<file path="config.mk">
export PLATFORM = sky130hd
export DESIGN_NAME = nedq_root_stage
export DESIGN_NICKNAME = d
export VERILOG_FILES = /design/src/sv/nedq_pkg.sv /design/src/sv/nedq_root_stage.sv
export SDC_FILE = /design/constraint.sdc
export NUM_CORES = 2
export LEC_CHECK = 0
export BUFFER_PORTS_ARGS = -buffer_cell sky130_fd_sc_hd__buf_2
export CORE_AREA = 2 2 697 699
export CTS_BUF_LIST = sky130_fd_sc_hd__clkbuf_4
export CTS_CLUSTER_DIAMETER = 60
export DETAILED_ROUTE_END_ITERATION = 6
export DIE_AREA = 0 0 699 701
export PLACE_DENSITY = 0.34
export SLEW_MARGIN = 30
export SYNTH_ARGS = -nofsm -noshare
export SYNTH_HDL_FRONTEND = slang
export SYNTH_SLANG_ARGS = --single-unit
export TNS_END_PERCENT = 30
</file>
<file path="constraint.sdc">
create_clock -name clk -period 1.5 [get_ports clk]
set_input_delay 0.075 -clock clk [delete_from_list [all_inputs] [get_ports clk]]
set_output_delay 0.075 -clock clk [all_outputs]
set_load 0.05 [all_outputs]
</file>
<file path="src/sv/nedq_pkg.sv">
// package for the ned to enu quaternion converter
// shared constants, codes and the pipeline control word; no dependencies
`default_nettype none
package nedq_pkg;

    localparam int COMPONENT_WIDTH_DEF = 16;
    localparam int LANES = 4;
    localparam longint unsigned NORM_SCALE = 64'd1000000000000;

    typedef enum logic [1:0] {
        PIV_W = 2'd0,
        PIV_A = 2'd1,
        PIV_B = 2'd2,
        PIV_C = 2'd3
    } nedq_pivot_t;

    typedef struct packed {
        logic             valid;
        logic             ident;
        logic [LANES-1:0] neg;
    } nedq_ctrl_t;

endpackage
`default_nettype wire

</file>
<file path="src/sv/nedq_root_stage.sv">
// one result bit of m * 2^f / sqrt(n2) for all four lanes, by shift and add
// one register stage; uses nedq_pkg
`default_nettype none
module nedq_root_stage
    import nedq_pkg::*;
#(
    parameter int W = COMPONENT_WIDTH_DEF,
    parameter int K = 0
)(
    input  wire logic           clk,
    input  wire logic           rst_n,
    input  wire logic           en,
    input  nedq_ctrl_t          ctrl_in,
    input  wire logic [2*W:0]   n2_in,
    input  wire logic [4*W+1:0] rhs_in [LANES],
    input  wire logic [W-2:0]   r_in [LANES],
    input  wire logic [4*W+1:0] q_in [LANES],
    input  wire logic [4*W+1:0] p_in [LANES],
    output nedq_ctrl_t          ctrl_out,
    output logic [2*W:0]        n2_out,
    output logic [4*W+1:0]      rhs_out [LANES],
    output logic [W-2:0]        r_out [LANES],
    output logic [4*W+1:0]      q_out [LANES],
    output logic [4*W+1:0]      p_out [LANES]
);
    localparam int F = W - 2;
    localparam int L = 4 * W + 2;

    nedq_ctrl_t    ctrl_reg;
    logic [2*W:0]  n2_reg;
    logic [L-1:0]  rhs_reg [LANES];
    logic [F:0]    r_reg [LANES];
    logic [L-1:0]  q_reg [LANES];
    logic [L-1:0]  p_reg [LANES];
    logic [F:0]    r_next [LANES];
    logic [L-1:0]  q_next [LANES];
    logic [L-1:0]  p_next [LANES];
    logic [L-1:0]  q_try [LANES];
    logic [L-1:0]  p_try [LANES];
    logic          take [LANES];

    // r^2*n2 and r*n2 are carried so each trial bit is a shift and add
    always_comb
    begin
        for (int i = 0; i < LANES; i++)
        begin
            q_try[i] = q_in[i] + (p_in[i] << (K + 1)) + (L'(n2_in) << (2 * K));
            p_try[i] = p_in[i] + (L'(n2_in) << K);
            take[i]  = !r_in[i][F]
                && ((q_try[i] << 2) + L'(n2_in) <= rhs_in[i] + (p_try[i] << 2));
            r_next[i] = take[i] ? (r_in[i] | ((F+1)'(1) << K)) : r_in[i];
            q_next[i] = take[i] ? q_try[i] : q_in[i];
            p_next[i] = take[i] ? p_try[i] : p_in[i];
        end
    end

    always_ff @(posedge clk or negedge rst_n)
    begin
        if (!rst_n)
            ctrl_reg <= '0;
        else if (en)
            ctrl_reg <= ctrl_in;
    end

    always_ff @(posedge clk)
    begin
        if (en)
        begin
            n2_reg <= n2_in;
            for (int i = 0; i < LANES; i++)
            begin
                rhs_reg[i] <= rhs_in[i];
                r_reg[i]   <= r_next[i];
                q_reg[i]   <= q_next[i];
                p_reg[i]   <= p_next[i];
            end
        end
    end

    assign ctrl_out = ctrl_reg;
    assign n2_out   = n2_reg;
    always_comb
    begin
        for (int i = 0; i < LANES; i++)
        begin
            rhs_out[i] = rhs_reg[i];
            r_out[i]   = r_reg[i];
            q_out[i]   = q_reg[i];
            p_out[i]   = p_reg[i];
        end
    end
endmodule
`default_nettype wire
</file>
# == Word level (Yosys, flattened, before mapping) ==
# Memories as Yosys holds them, arrays and structs flattened.
# Cells that the tools add are included.
# W data, S select, Z words.
# totals
input_bits,894
ramBits,852
memories,4
regBits,39
out_inout_bits,891
wordCells,54
# mem_list
name,depth,width,rd,rd_clocked_by_memory_dff,wr,line,source
p_reg,4,66,4,0,4,nedq_root_stage.sv:34,logic [L-1:0] p_reg [LANES];
q_reg,4,66,4,0,4,nedq_root_stage.sv:33,logic [L-1:0] q_reg [LANES];
rhs_reg,4,66,4,0,4,nedq_root_stage.sv:31,logic [L-1:0] rhs_reg [LANES];
r_reg,4,15,4,0,4,nedq_root_stage.sv:32,logic [F:0] r_reg [LANES];
# classes
muxes,14
n_lt_le_gt_ge,4
n_addsub,20
n_reduce_logical,8
# ops
operator,count
$add A66 B33 Y66,12
$add A66 B66 Y66,8
$mux W66,8
$le A66 B66 Y1,4
$mux W1,6
$logic_and A1 B1 Y1,4
$logic_not A1 Y1,4

# == Logic depth before layout (Yosys ltp) ==
# depth
ltp_word,6
ltp_mapped,46
depth_no_buf,42

# == Worst setup path after synthesis ==
# No wires, ideal clock.
# synth_timing
kind,in2reg
startpoint,input port n2_in[1]
endpoint,"memory p_reg[3][16] (netlist bit), data pin"
path_buffers,3
setup_ns,0.260
required_time_ns,1.240
stages,35
slack_ns,-6.892
t_arrival_ns,8.132
path_cell_list,fa_1 -> ha_1 -> inv_1 -> fa_1 -> nand2b_1 -> a21o_1 -> a21oi_1 -> o311a_1 -> o21ai_0 -> o21a_1 -> o21ai_0 -> xor2_1 -> ha_1 -> nand4_1 -> or4_1 -> o21ai_0 -> o41ai_1 -> and4b_1 -> and2_1 -> and3b_1 -> buf_2 -> nand3_2 -> nor4_1 -> xor2_1 -> ha_1 -> nand4_1 -> nor4_1 -> nand2_1 -> nor3_1 -> nand4_1 -> a21o_1 -> a31oi_1 -> clkbuf_1 -> buf_1 -> mux2_2
# synth_lines
item,line,source
"start, declared",nedq_root_stage.sv:14,"input wire logic [2*W:0] n2_in,"
"end, declared",nedq_root_stage.sv:34,

==> impl_metrics.toml <==
[outcome]
outcome = "finished with violations"
failed_checks = "hold timing, setup timing"

[floorplan]
start_util_pct = 18.5
placeableCoreArea_um2 = 482000
fp.dieH_um = 701
rows = 255
dieArea_um2 = 490000
die_width_um = 699
ioPinCount = 1785

[critical_path]
critPathLaunch = "p_in[204]"
critical_path_data_required_time_ns = 2.66
crit_path_end_kind = "register"
capture_point_of_the_worst_path = "p_reg[0][11]$_DFFE_PP_"
worst-path-max-fanout = 14
r2r-end = "ctrl_out[3]$_DFFE_PN0P_"
critPathKind = "primary input to register"
rr_startpoint = "ctrl_out[3]$_DFFE_PN0P_"
r2r_slack_ns = 0.20
critical_path_arrival_ns = 8.61
critPathSlowestCell = "sky130_fd_sc_hd__dlygate4sd3_1"
cpPeakStageDelay_ns = 0.60
crit_path_frequent_cell = "sky130_fd_sc_hd__buf_4"
timing.reg2reg.worst_path_depth = 2
start_kind = "primary input"

[clock_network]
clock_latency_ns = 1.44
tritoncts_clock_tree = "built"
clk_path_buf_depth = 4
cts.sink_count = 891
cts.root.buffer_cell = "sky130_fd_sc_hd__clkbuf_4"
cts_buffers = 297
clkTransAtPathRegs_ns = 0.06
cts_htree_levels = 5

[synth]
synth-warning-count = 0
synth.cell_area_um2 = 89200
async_reset_ff_share_pct = 0.673
synth_area_per_cell_um2 = 9.59
yosys_most_used_dff = "sky130_fd_sc_hd__edfxtp_1"
netlist.top_cell.by_area = "sky130_fd_sc_hd__edfxtp_1"
netlist_top_cells_area = "sky130_fd_sc_hd__edfxtp_1, sky130_fd_sc_hd__ha_1, sky130_fd_sc_hd__xnor2_1, sky130_fd_sc_hd__a21oi_1, sky130_fd_sc_hd__mux2_2"
synth_enable_flop_cells = 885
post_synth_num_cell_types = 103
netlist.area_leader.share_pct = 29.8
synth_nets = 11504
synth-seq-area-share_pct = 30.0
yosys_register_bits = 891
netlist_instances = 9306

[sta]
report.final.hold_viol_count = 287
totalNegativeSetupSlack_ns = -3699.62
finalCritPeriodShare_pct = 497
tightestPinTransition_ns = 0.935
grt_setup_unrepaired = "true"
timing.slew.headroom_pct = 37.5
whs_ns = -1.24
finalWorstPathRequiredPeriod_ns = 7.45
worst_clock_skew_ns = 0
max_freq_mhz = 134
finalSetupViolCount = 1712
setup_slack_ns = -5.95
drv_slew = 0

[place]
gp_congestion = 0.930
buffer_ports.inserted = 1784
place_hpwl_um = 504000
place_worst_setup_slack_ns = -8.38

[drt]
dr_wl_met3_um = 32900
detail_route.wirelength.met1_um = 252000
first_iter_violations = 6189
routed_via_density = 4.42
postRouteWirelength_um = 596000
drt_first_pass_iters = 5
drtAntennaViolNets = 0
met2RoutedLength_um = 284000
topRoutingLayerUsed = "met5"
vias = 106268
post_drt_wl_per_cell_um = 24.8
drc = 0

[global_routing]
pin_count_of_the_biggest_net_entering_global_routing = 75
wire_length_of_the_first_global_routing_pass_um = 814000
first_global_vias = 108409
globalRoute.totalOverflow = 0
groute.usage.overall_pct = 23.3
antenna_found_initial = 213

[finish]
final_core_utilization_pct = 34.7
post_route_cells_drive_above_1_share_pct = 41.9
nNetsFinal = 19540
n_fill_cell = 50828
area_delta_synth_final_pct = 87.4

[pwr]
powerDensity_nw_per_um2 = 1200
static-leakage-power_nw = 78.0
worst_ir_drop_vdd_mv = 0.793

[hold_path]
hp-class = "primary input to register"

[job]
maximum_capacitance_violations = 0
==> per-stage QoR <==
step | instances | total power [mW] | cell area (um2)
3_5_place_dp | 21240 | 163 | 137000
5_1_grt | 23999 | 215 | 167000
6_report | 24046 | 201 | 167000
3_3_place_gp | 21240 | 163 | 137000
4_1_cts | 23779 | 199 | 163000
2_1_floorplan | 9306 | 102 | 90600
==> routing by layer <==
layer / GRT usage, % / vias up
met3: 4.25 / 807
met5: 0 / -
met2: 40.3 / 2863
li1: - / 51392
met4: 8.54 / 70
met1: 28.6 / 51136
==> cells in the mapped netlist (28+ instances only) <==
| library cell | count |
|---|---|
| sky130_fd_sc_hd__ha_1 | 1160 |
| sky130_fd_sc_hd__edfxtp_1 | 885 |
| sky130_fd_sc_hd__a21oi_1 | 832 |
| sky130_fd_sc_hd__xnor2_1 | 675 |
| sky130_fd_sc_hd__nand2_1 | 670 |
| sky130_fd_sc_hd__nor2_1 | 551 |
| sky130_fd_sc_hd__a21o_1 | 533 |
| sky130_fd_sc_hd__o21ai_0 | 435 |
| sky130_fd_sc_hd__xor2_1 | 409 |
| sky130_fd_sc_hd__mux2_2 | 360 |
| sky130_fd_sc_hd__inv_1 | 273 |
| sky130_fd_sc_hd__nand4_1 | 234 |
| sky130_fd_sc_hd__nand3_1 | 230 |
| sky130_fd_sc_hd__clkbuf_1 | 210 |
| sky130_fd_sc_hd__fa_1 | 144 |
| sky130_fd_sc_hd__nor3_1 | 144 |
| sky130_fd_sc_hd__o21bai_1 | 133 |
| sky130_fd_sc_hd__nor2b_1 | 126 |
| sky130_fd_sc_hd__nand2b_1 | 120 |
| sky130_fd_sc_hd__and3_1 | 118 |
| sky130_fd_sc_hd__a31oi_1 | 91 |
| sky130_fd_sc_hd__o21a_1 | 88 |
| sky130_fd_sc_hd__a211oi_1 | 70 |
| sky130_fd_sc_hd__and2_1 | 66 |
| sky130_fd_sc_hd__o211ai_1 | 50 |
| sky130_fd_sc_hd__or3_1 | 39 |
| sky130_fd_sc_hd__nor4_1 | 38 |
| sky130_fd_sc_hd__o31ai_1 | 37 |
| sky130_fd_sc_hd__and4_1 | 33 |
| sky130_fd_sc_hd__a21boi_0 | 28 |
==> cell type report <==
type / count / area [um2] / share of cell area [%]
Timing Repair Buffer: 7989 / 62900 / 37.6
Multi-Input combinational cell: 7890 / 64700 / 38.7
Inverter: 273 / 1030 / 0.617
Clock inverter: 105 / 739 / 0.442
Tap cell: 6425 / 8040 / 4.81
Sequential cell: 891 / 26700 / 16.0
Antenna cell: 81 / 203 / 0.121
Clock buffer: 392 / 2940 / 1.76
==> cell families (layout without fill, tap and decap cells) <==
logic type,Yosys count,count (layout),share of synthesized area (%)
buffers and inverters,525,8759,2.25
adders and majority gates,1304,1304,19.5
DFF,891,891,30.0
xor gates and xnor gates,1086,1086,10.7
AOI/OAI and AO/OA,2620,2620,18.9
muxes,386,386,4.84
and+or+nand+nor,2494,2494,13.9
other,0,81,0
==> where the power goes <==
| group | internal, mW | total [mW] | switching, mW |
|---|---|---|---|
| clock | 13.7 | 27.6 | 13.9 |
| combinational | 65.7 | 139 | 73.7 |
| sequential | 32.0 | 34.1 | 2.16 |
| total | 111 | 201 | 89.8 |
==> worst min-delay path by stage <==
stage	from	end	slack, ns	cells past startpoint
after floorplan	rst_n	ctrl_out[0]$_DFFE_PN0P_	-0.22	0
after global placement	rst_n	ctrl_out[0]$_DFFE_PN0P_	-0.08	1
after detailed placement	rst_n	ctrl_out[0]$_DFFE_PN0P_	-0.08	1
after CTS	n2_in[2]	n2_out[2]$_DFFE_PP_	-1.44	1
after global routing	n2_in[2]	n2_out[2]$_DFFE_PP_	-1.37	1
final	n2_in[2]	n2_out[2]$_DFFE_PP_	-1.24	1
==> layout by cell type (no fill, tap or decap), types with 191 or more instances in the layout <==
master / synthesis / routed
sky130_fd_sc_hd__ha_1: 1160 / 1116
sky130_fd_sc_hd__edfxtp_1: 885 / 885
sky130_fd_sc_hd__nand3_1: 230 / 216
sky130_fd_sc_hd__inv_1: 273 / 268
sky130_fd_sc_hd__mux2_2: 360 / 191
sky130_fd_sc_hd__nor2_1: 551 / 515
sky130_fd_sc_hd__xor2_1: 409 / 392
sky130_fd_sc_hd__buf_4: 1 / 3972
sky130_fd_sc_hd__a21o_1: 533 / 532
sky130_fd_sc_hd__nand4_1: 234 / 234
sky130_fd_sc_hd__clkbuf_4: 0 / 393
sky130_fd_sc_hd__dlygate4sd3_1: 0 / 2056
sky130_fd_sc_hd__a21oi_1: 832 / 736
sky130_fd_sc_hd__buf_2: 25 / 1762
sky130_fd_sc_hd__nand2_1: 670 / 643
sky130_fd_sc_hd__xnor2_1: 675 / 627
sky130_fd_sc_hd__o21ai_0: 435 / 360
==> critical path: cells and delay by family <==
family | cells | cell delay, ns
buffers and inverters | 12 | 2.24
xor gates and xnor gates | 2 | 0.31
muxes | 1 | 0.29
adders and majority gates | 4 | 1.41
AOI/OAI and AO/OA | 6 | 1.44
and+or+nand+nor | 16 | 2.79
==> timing repair <==
item                                    in CTS  in global routing
hold buffers                              1979                 97
buffers inserted                            64                 93
cloned                                       5                 11
gates resized for setup                    327                448
hold endpoints to repair                  1782                371
endpoints found under the setup margin    1423               1534
pin swaps                                  115                223
Power figures use the tool's default switching activity.
