--- config.mk ---
export PLATFORM = sky130hd
export DESIGN_NAME = nedq_prep
export DESIGN_NICKNAME = d
export VERILOG_FILES = /design/src/sv/nedq_pkg.sv /design/src/sv/nedq_prep.sv
export SDC_FILE = /design/constraint.sdc
export NUM_CORES = 2
export LEC_CHECK = 0
export BUFFER_PORTS_ARGS = -buffer_cell sky130_fd_sc_hd__buf_2
export CORE_AREA = 2 2 444 270
export CTS_BUF_LIST = sky130_fd_sc_hd__clkbuf_4 sky130_fd_sc_hd__clkbuf_8 sky130_fd_sc_hd__clkbuf_16
export CTS_CLUSTER_DIAMETER = 80
export CTS_CLUSTER_SIZE = 20
export DETAILED_ROUTE_END_ITERATION = 10
export DIE_AREA = 0 0 446 272
export HOLD_SLACK_MARGIN = 0.15
export MAX_ROUTING_LAYER = met4
export PLACE_DENSITY = 0.56
export SYNTH_ARGS = -nofsm -noshare
export SYNTH_HDL_FRONTEND = slang
export SYNTH_SLANG_ARGS = --single-unit
--- constraint.sdc ---
create_clock -name clk -period 5.8 [get_ports clk]
set_input_delay 0 -clock clk [delete_from_list [all_inputs] [get_ports clk]]
set_output_delay 0 -clock clk [all_outputs]
set_load 0.02 [all_outputs]
--- src/sv/nedq_pkg.sv ---
// package for the ned to enu quaternion converter
// shared constants, codes and the pipeline control word; no dependencies
`default_nettype none
package nedq_pkg;

    localparam int COMPONENT_WIDTH_DEF = 16;
    localparam int LANES = 4;
    localparam longint unsigned NORM_SCALE = 64'd1000000000000;

    typedef enum logic [1:0] {
        PIV_W = 2'd0,
        PIV_A = 2'd1,
        PIV_B = 2'd2,
        PIV_C = 2'd3
    } nedq_pivot_t;

    typedef struct packed {
        logic             valid;
        logic             ident;
        logic [LANES-1:0] neg;
    } nedq_ctrl_t;

endpackage
`default_nettype wire

--- src/sv/nedq_prep.sv ---
// front end: magnitudes and squares, then norm, fallback test, pivot and signs
// two register stages; uses nedq_pkg
`default_nettype none
module nedq_prep
    import nedq_pkg::*;
#(
    parameter int W = COMPONENT_WIDTH_DEF
)(
    input  wire logic                clk,
    input  wire logic                rst_n,
    input  wire logic                en,
    input  wire logic                in_valid,
    input  wire logic signed [W-1:0] ned_w,
    input  wire logic signed [W-1:0] ned_x,
    input  wire logic signed [W-1:0] ned_y,
    input  wire logic signed [W-1:0] ned_z,
    output nedq_ctrl_t               ctrl,
    output logic [2*W:0]             n2,
    output logic [4*W+1:0]           rhs [LANES]
);
    localparam int F   = W - 2;
    localparam int SQW = 2 * W;
    localparam int N2W = 2 * W + 1;
    localparam int L   = 4 * W + 2;
    localparam longint unsigned NORM_LIMIT = (64'd1 << (2 * F)) / NORM_SCALE;

    logic               a_valid_reg;
    logic [LANES-1:0]   a_neg_reg;
    logic [SQW-1:0]     a_sq_reg [LANES];
    logic [LANES-1:0]   a_neg_next;
    logic [SQW-1:0]     a_sq_next [LANES];
    logic [W-1:0]       mag [LANES];
    logic signed [W-1:0] raw [LANES];

    nedq_ctrl_t         b_ctrl_reg;
    nedq_ctrl_t         b_ctrl_next;
    logic [N2W-1:0]     b_n2_reg;
    logic [N2W-1:0]     b_n2_next;
    logic [L-1:0]       b_rhs_reg [LANES];
    logic [N2W-1:0]     s3;
    logic [N2W:0]       three_sw;
    nedq_pivot_t        pivot;
    logic               flip;

    // lane order w, y, x, z
    assign raw[0] = ned_w;
    assign raw[1] = ned_y;
    assign raw[2] = ned_x;
    assign raw[3] = ned_z;

    always_comb
    begin
        for (int i = 0; i < LANES; i++)
        begin
            mag[i] = raw[i][W-1] ? W'(-raw[i]) : W'(raw[i]);
            a_sq_next[i] = SQW'(mag[i]) * SQW'(mag[i]);
        end
        a_neg_next = {~ned_z[W-1], ned_x[W-1], ned_y[W-1], ned_w[W-1]};
    end

    always_ff @(posedge clk or negedge rst_n)
    begin
        if (!rst_n)
            a_valid_reg <= 1'b0;
        else if (en)
            a_valid_reg <= in_valid;
    end

    always_ff @(posedge clk)
    begin
        if (en)
        begin
            a_neg_reg <= a_neg_next;
            for (int i = 0; i < LANES; i++)
                a_sq_reg[i] <= a_sq_next[i];
        end
    end

    always_comb
    begin
        s3 = N2W'(a_sq_reg[1]) + N2W'(a_sq_reg[2]) + N2W'(a_sq_reg[3]);
        b_n2_next = s3 + N2W'(a_sq_reg[0]);
        three_sw = (N2W+1)'(a_sq_reg[0]) + ((N2W+1)'(a_sq_reg[0]) << 1);
        if (three_sw > (N2W+1)'(s3))
            pivot = PIV_W;
        else if (a_sq_reg[1] > a_sq_reg[2] && a_sq_reg[1] > a_sq_reg[3])
            pivot = PIV_A;
        else if (a_sq_reg[2] > a_sq_reg[3])
            pivot = PIV_B;
        else
            pivot = PIV_C;
        unique case (pivot)
            PIV_W:   flip = a_neg_reg[0];
            PIV_A:   flip = a_neg_reg[1];
            PIV_B:   flip = a_neg_reg[2];
            PIV_C:   flip = a_neg_reg[3];
            default: flip = 1'b0;
        endcase
        b_ctrl_next.valid = a_valid_reg;
        b_ctrl_next.ident = !(b_n2_next > N2W'(NORM_LIMIT));
        b_ctrl_next.neg   = a_neg_reg ^ {LANES{flip}};
    end

    always_ff @(posedge clk or negedge rst_n)
    begin
        if (!rst_n)
            b_ctrl_reg <= '0;
        else if (en)
            b_ctrl_reg <= b_ctrl_next;
    end

    always_ff @(posedge clk)
    begin
        if (en)
        begin
            b_n2_reg <= b_n2_next;
            for (int i = 0; i < LANES; i++)
                b_rhs_reg[i] <= L'(a_sq_reg[i]) << (2 * W - 2);
        end
    end

    assign ctrl = b_ctrl_reg;
    assign n2   = b_n2_reg;
    always_comb
    begin
        for (int i = 0; i < LANES; i++)
            rhs[i] = b_rhs_reg[i];
    end
endmodule
`default_nettype wire

## Yosys cells after proc, flatten, opt, wreduce, memory -nomap -nowiden

Memories as Yosys holds them, arrays and structs flattened.
Cells that the tools add are included.
Widths: inputs -> output; s select.

- Bitwise operators: 2
- Magnitude comparators: 5
- Multiply operators: 4
- Reductions and logical operators: 3
- $add $sub $neg: 8
- Eq/ne operators: 3
- Multiplexer cells: 10

Operators with widths:

| kind | count |
|---|---|
| $mul 16x16->32 | 4 |
| $gt 32x32->1 | 3 |
| $add 33x32->33 | 2 |
| $mux 16 | 4 |
| $neg 16->16 | 4 |
| $add 32x33->34 | 1 |
| $gt 34x33->1 | 1 |
| $add 32x32->33 | 1 |
| $gt 33x1->1 const B | 1 |
| $eq 2x2->1 const B | 2 |
| $mux 2 | 2 |
| $pmux 1 s4 | 1 |
| $xor 4x4->4 | 1 |
| $mux 1 | 3 |
| $eq 2x1->1 const B | 1 |
| $logic_not 2->1 | 1 |
| $logic_and 1x1->1 | 1 |
| $logic_not 1->1 | 1 |
| $not 1->1 | 1 |

- Bits in writable memories: 256
- Input port bits: 68
- Flip-flop bits (word level): 44
- Output and inout bits: 303
- Memories kept: 2
- Word-level logic and storage cells: 43

Memories:

| memory | depth | width | read ports | clocked after memory_dff | write ports | RTL line | RTL |
|---|---|---|---|---|---|---|---|
| a_sq_reg | 4 | 32 | 4 | 0 | 4 | nedq_prep.sv:29 | `logic [SQW-1:0] a_sq_reg [LANES];` |
| b_rhs_reg | 4 | 32 | 4 | 0 | 4 | nedq_prep.sv:39 | `logic [L-1:0] b_rhs_reg [LANES];` |

## Longest topological paths before layout

An unclocked memory read counts as a cell.

- Depth in word-level cells: 8
- Gate-level depth with buffers: 35
- Depth with buffers taken out: 33

## Worst setup path before layout

Ideal clock, no wire load.

- Path kind: input -> register
- Start point: input ned_z[0]
- End point: memory a_sq_reg[3][23] (netlist name), data pin
- Library setup time: 259 ps
- Data arrival time: 7,467 ps
- Path buffers: 1
- Required time: 5,541 ps
- Cell stages on the path: 32
- Setup slack: -1,926 ps
- Path through: inv_1 > clkbuf_1 > ha_1 > nand2_1 > or3_1 > o31ai_1 > xor2_1 > clkinv_1 > nand2_1 > inv_1 > fa_1 > inv_1 > fa_1 > inv_1 > fa_1 > inv_1 > fa_1 > inv_1 > fa_1 > fa_1 > ha_1 > o21a_1 > o21a_1 > o21a_1 > o21ai_0 > a21oi_1 > a31o_2 > a21o_1 > a211oi_1 > o21bai_1 > a21oi_1 > xnor2_1

RTL lines:

| item | RTL line | RTL |
|---|---|---|
| from (decl) | nedq_prep.sv:16 | `input wire logic signed [W-1:0] ned_z,` |
| to (decl) | nedq_prep.sv:29 |  |

==> results.sh <==
export IMPL_final_critical_path_setup_slack_ns=-0.864
export IMPL_fin_crit_ns=6.66
export IMPL_timing_critical_path_from_type="input port"
export IMPL_numCtsBuffers=28
export IMPL_crit_path_end="a_sq_reg[3][30]"
export IMPL_crit_fanout=3
export IMPL_io_pins=371
export IMPL_drc_errors=0
export IMPL_via_count=37187
export IMPL_cp_slowest_cell="sky130_fd_sc_hd__fa_2"
export IMPL_layout_cells_most_common="sky130_fd_sc_hd__buf_4"
export IMPL_cap_violations=0
export IMPL_globalRouteOverflowTotal=0
export IMPL_layout_worst_path_cycle_share=1.15
export IMPL_postSynth_asyncResetShare=0.0240
export IMPL_synth_edff_count=285
export IMPL_core_sq_um=118000
export IMPL_clk_pin_slew_worst_paths_ns=0.09
export IMPL_routed_wire_length_per_instance_microns=18.2
export IMPL_timing_final_setup_violations=66
export IMPL_max_slew_margin_rel=0.367
export IMPL_totalWireLength_mm=141
export IMPL_critPathMaxStageDelay_ns=0.57
export IMPL_track_usage=0.241
export IMPL_finalHoldWorstSlack_ns=0.202
export IMPL_clock_root_buffer_master="sky130_fd_sc_hd__clkbuf_16"
export IMPL_maxSlewViolCount=0
export IMPL_dp_slack_ns=-1.74
export IMPL_dp_hpwl_mm=122
export IMPL_initial_standard_cell_utilization_of_the_core=0.395
export IMPL_gp_congestion=0.943
export IMPL_antenna_violations_before_repair=5
export IMPL_min_delay_path_depth=5
export IMPL_final_setup_skew_ns=0.0310
export IMPL_critical_path_endpoint_type="flop"
export IMPL_timing_rr_end="ctrl[4]"
export IMPL_fmax_mhz=150
export IMPL_critical_path_startpoint="ned_z[1]"
export IMPL_io_buffers=230
export IMPL_ff2ff_setup_slack_ns=-0.77
export IMPL_die_h_microns=272
export IMPL_area_delta_synth_final_pct=32.5
export IMPL_layout_nets=7515
export IMPL_r2r_start="a_sq_reg[1][8]"
export IMPL_clk_latency_ns=0.62
export IMPL_synth_sequential_area_ratio=0.188
export IMPL_die_w_microns=446
export IMPL_number_of_nets_with_antenna_violations_after_detailed_routing=0
export IMPL_syn_avg_cell_area_sq_um=9.73
export IMPL_die_area_sq_um=121000
export IMPL_clock_tree_htree_level_count=1
export IMPL_ys_seq_elements=292
export IMPL_violations="negative setup slack"
export IMPL_drive_above_1_share=0.306
export IMPL_clockBufferDepth=3
export IMPL_hold_path_class="in -> reg"
export IMPL_synthCells=4785
export IMPL_routed_via_density=4.81
export IMPL_rsz0062_at_grt="true"
export IMPL_synthFlopType="sky130_fd_sc_hd__edfxtp_1"
export IMPL_netlist_area_sq_um=46500
export IMPL_count_of_standard_cell_rows=98
export IMPL_numClockSinks=292
export IMPL_first_global_vias=37523
export IMPL_pre_antenna_drt_iters=5
export IMPL_synthDistinctLibCells=74
export IMPL_critPathKind="in -> reg"
export IMPL_worst_slew_pin_transition_ns=0.950
export IMPL_pin_count_of_the_biggest_net_entering_global_routing=145
export IMPL_outcome="complete, but fails checks"
export IMPL_mostFrequentLayoutCells="sky130_fd_sc_hd__buf_4, sky130_fd_sc_hd__inv_1, sky130_fd_sc_hd__fa_1"
export IMPL_worstPathArrival_ns=7.03
export IMPL_synth_yosys_warnings=0
export IMPL_global_route_wire_length_before_repair_mm=220
export IMPL_timing_critical_path_required_ns=6.17
export IMPL_timing_reg2reg_worst_path_depth=25
export IMPL_detail_route_iter0_violations=2502
export IMPL_clock_tree_from_tritoncts="yes"
export IMPL_timing_hold_violations_final=0
final cells by class:
cell class | count | area [sq um]
fill | 10788 | 56000
multi-input combinational | 3393 | 35900
timing repair buffer | 1346 | 9950
sequential | 292 | 8730
inverter | 1091 | 4140
tap | 1550 | 1940
clock buffer | 30 | 716
clock inverter | 21 | 274
antenna | 2 | 5.00
routing by layer:
metal,part of all wire,GRT usage
met3,0.065,0.0320
met5,0,-
met4,0.0097,0.0215
met2,0.41,0.326
met1,0.52,0.389
worst min path at each step:
| stage | start | to |
|---|---|---|
| floorplan | rst_n | a_valid_reg |
| global placement | rst_n | a_valid_reg |
| detailed placement | rst_n | ctrl[5] |
| CTS | ned_z[15] | a_neg_reg[3] |
| global route | ned_w[0] | a_sq_reg[0][2] |
| finish | ned_w[0] | a_sq_reg[0][2] |
critical path, delay by kind of cell:
kind	cells	cell delay (ns)
adder cells (fa/ha/maj)	7	3.17
AND/OR/NAND/NOR	10	1.93
AO/OA/AOI/OAI	7	1.32
buffers and inverters	7	0.40
XOR/XNOR	1	0.19
kinds of logic after synthesis:
kind of cell | synth area share
AOI/OAI and AO/OA | 0.0917
xor gates and xnor gates | 0.0508
adders and majority gates | 0.459
buffers and inverters | 0.115
DFF | 0.188
muxes | 0.00142
other | 0.000161
and+or+nand+nor | 0.0947
Yosys cell counts, types with 14 or more instances:
cell,number,share of area
sky130_fd_sc_hd__a211oi_1,22,0.0035
sky130_fd_sc_hd__a21o_1,128,0.021
sky130_fd_sc_hd__a21oi_1,183,0.020
sky130_fd_sc_hd__a31oi_1,20,0.0027
sky130_fd_sc_hd__and2_1,27,0.0036
sky130_fd_sc_hd__and3_1,17,0.0023
sky130_fd_sc_hd__buf_4,140,0.023
sky130_fd_sc_hd__clkbuf_1,49,0.0040
sky130_fd_sc_hd__clkinv_1,14,0.0011
sky130_fd_sc_hd__edfxtp_1,285,0.18
sky130_fd_sc_hd__fa_1,685,0.29
sky130_fd_sc_hd__ha_1,610,0.16
sky130_fd_sc_hd__inv_1,1066,0.086
sky130_fd_sc_hd__nand2_1,369,0.030
sky130_fd_sc_hd__nand2b_1,21,0.0028
sky130_fd_sc_hd__nand3_1,39,0.0042
sky130_fd_sc_hd__nand4_1,38,0.0051
sky130_fd_sc_hd__nor2_1,323,0.026
sky130_fd_sc_hd__nor2b_1,24,0.0032
sky130_fd_sc_hd__nor3_1,46,0.0049
sky130_fd_sc_hd__o21a_1,34,0.0055
sky130_fd_sc_hd__o21ai_0,95,0.010
sky130_fd_sc_hd__o21ai_1,20,0.0022
sky130_fd_sc_hd__o21bai_1,32,0.0052
sky130_fd_sc_hd__o31ai_1,19,0.0031
sky130_fd_sc_hd__or3_1,22,0.0030
sky130_fd_sc_hd__or4_1,14,0.0023
sky130_fd_sc_hd__xnor2_1,167,0.031
sky130_fd_sc_hd__xor2_1,101,0.019
repair_timing:
| action | in CTS | in global routing |
|---|---|---|
| pin swaps | 229 | 162 |
| endpoints found under the setup margin | 77 | 83 |
| gates resized for setup | 285 | 203 |
| gates cloned | 0 | 0 |
| hold endpoints to repair | 101 | 0 |
| buffers inserted | 81 | 43 |
| hold buffers | 19 | 0 |
stage by stage:
step           TNS, ns  instance area, sq um  cells  utilization
2_1_floorplan   -44.85                 48300   4969            -
3_3_place_gp    -91.06                 57600   7553        0.490
3_5_place_dp    -94.19                 57600   7553        0.490
4_1_cts         -22.72                 60600   7698        0.515
5_1_grt         -42.10                 61700   7723        0.524
6_report        -27.65                 61700   7725        0.524
Power is left out: the tool's default activity adds up to more than one toggle a clock period on the data nets, which glitch-free logic cannot reach.
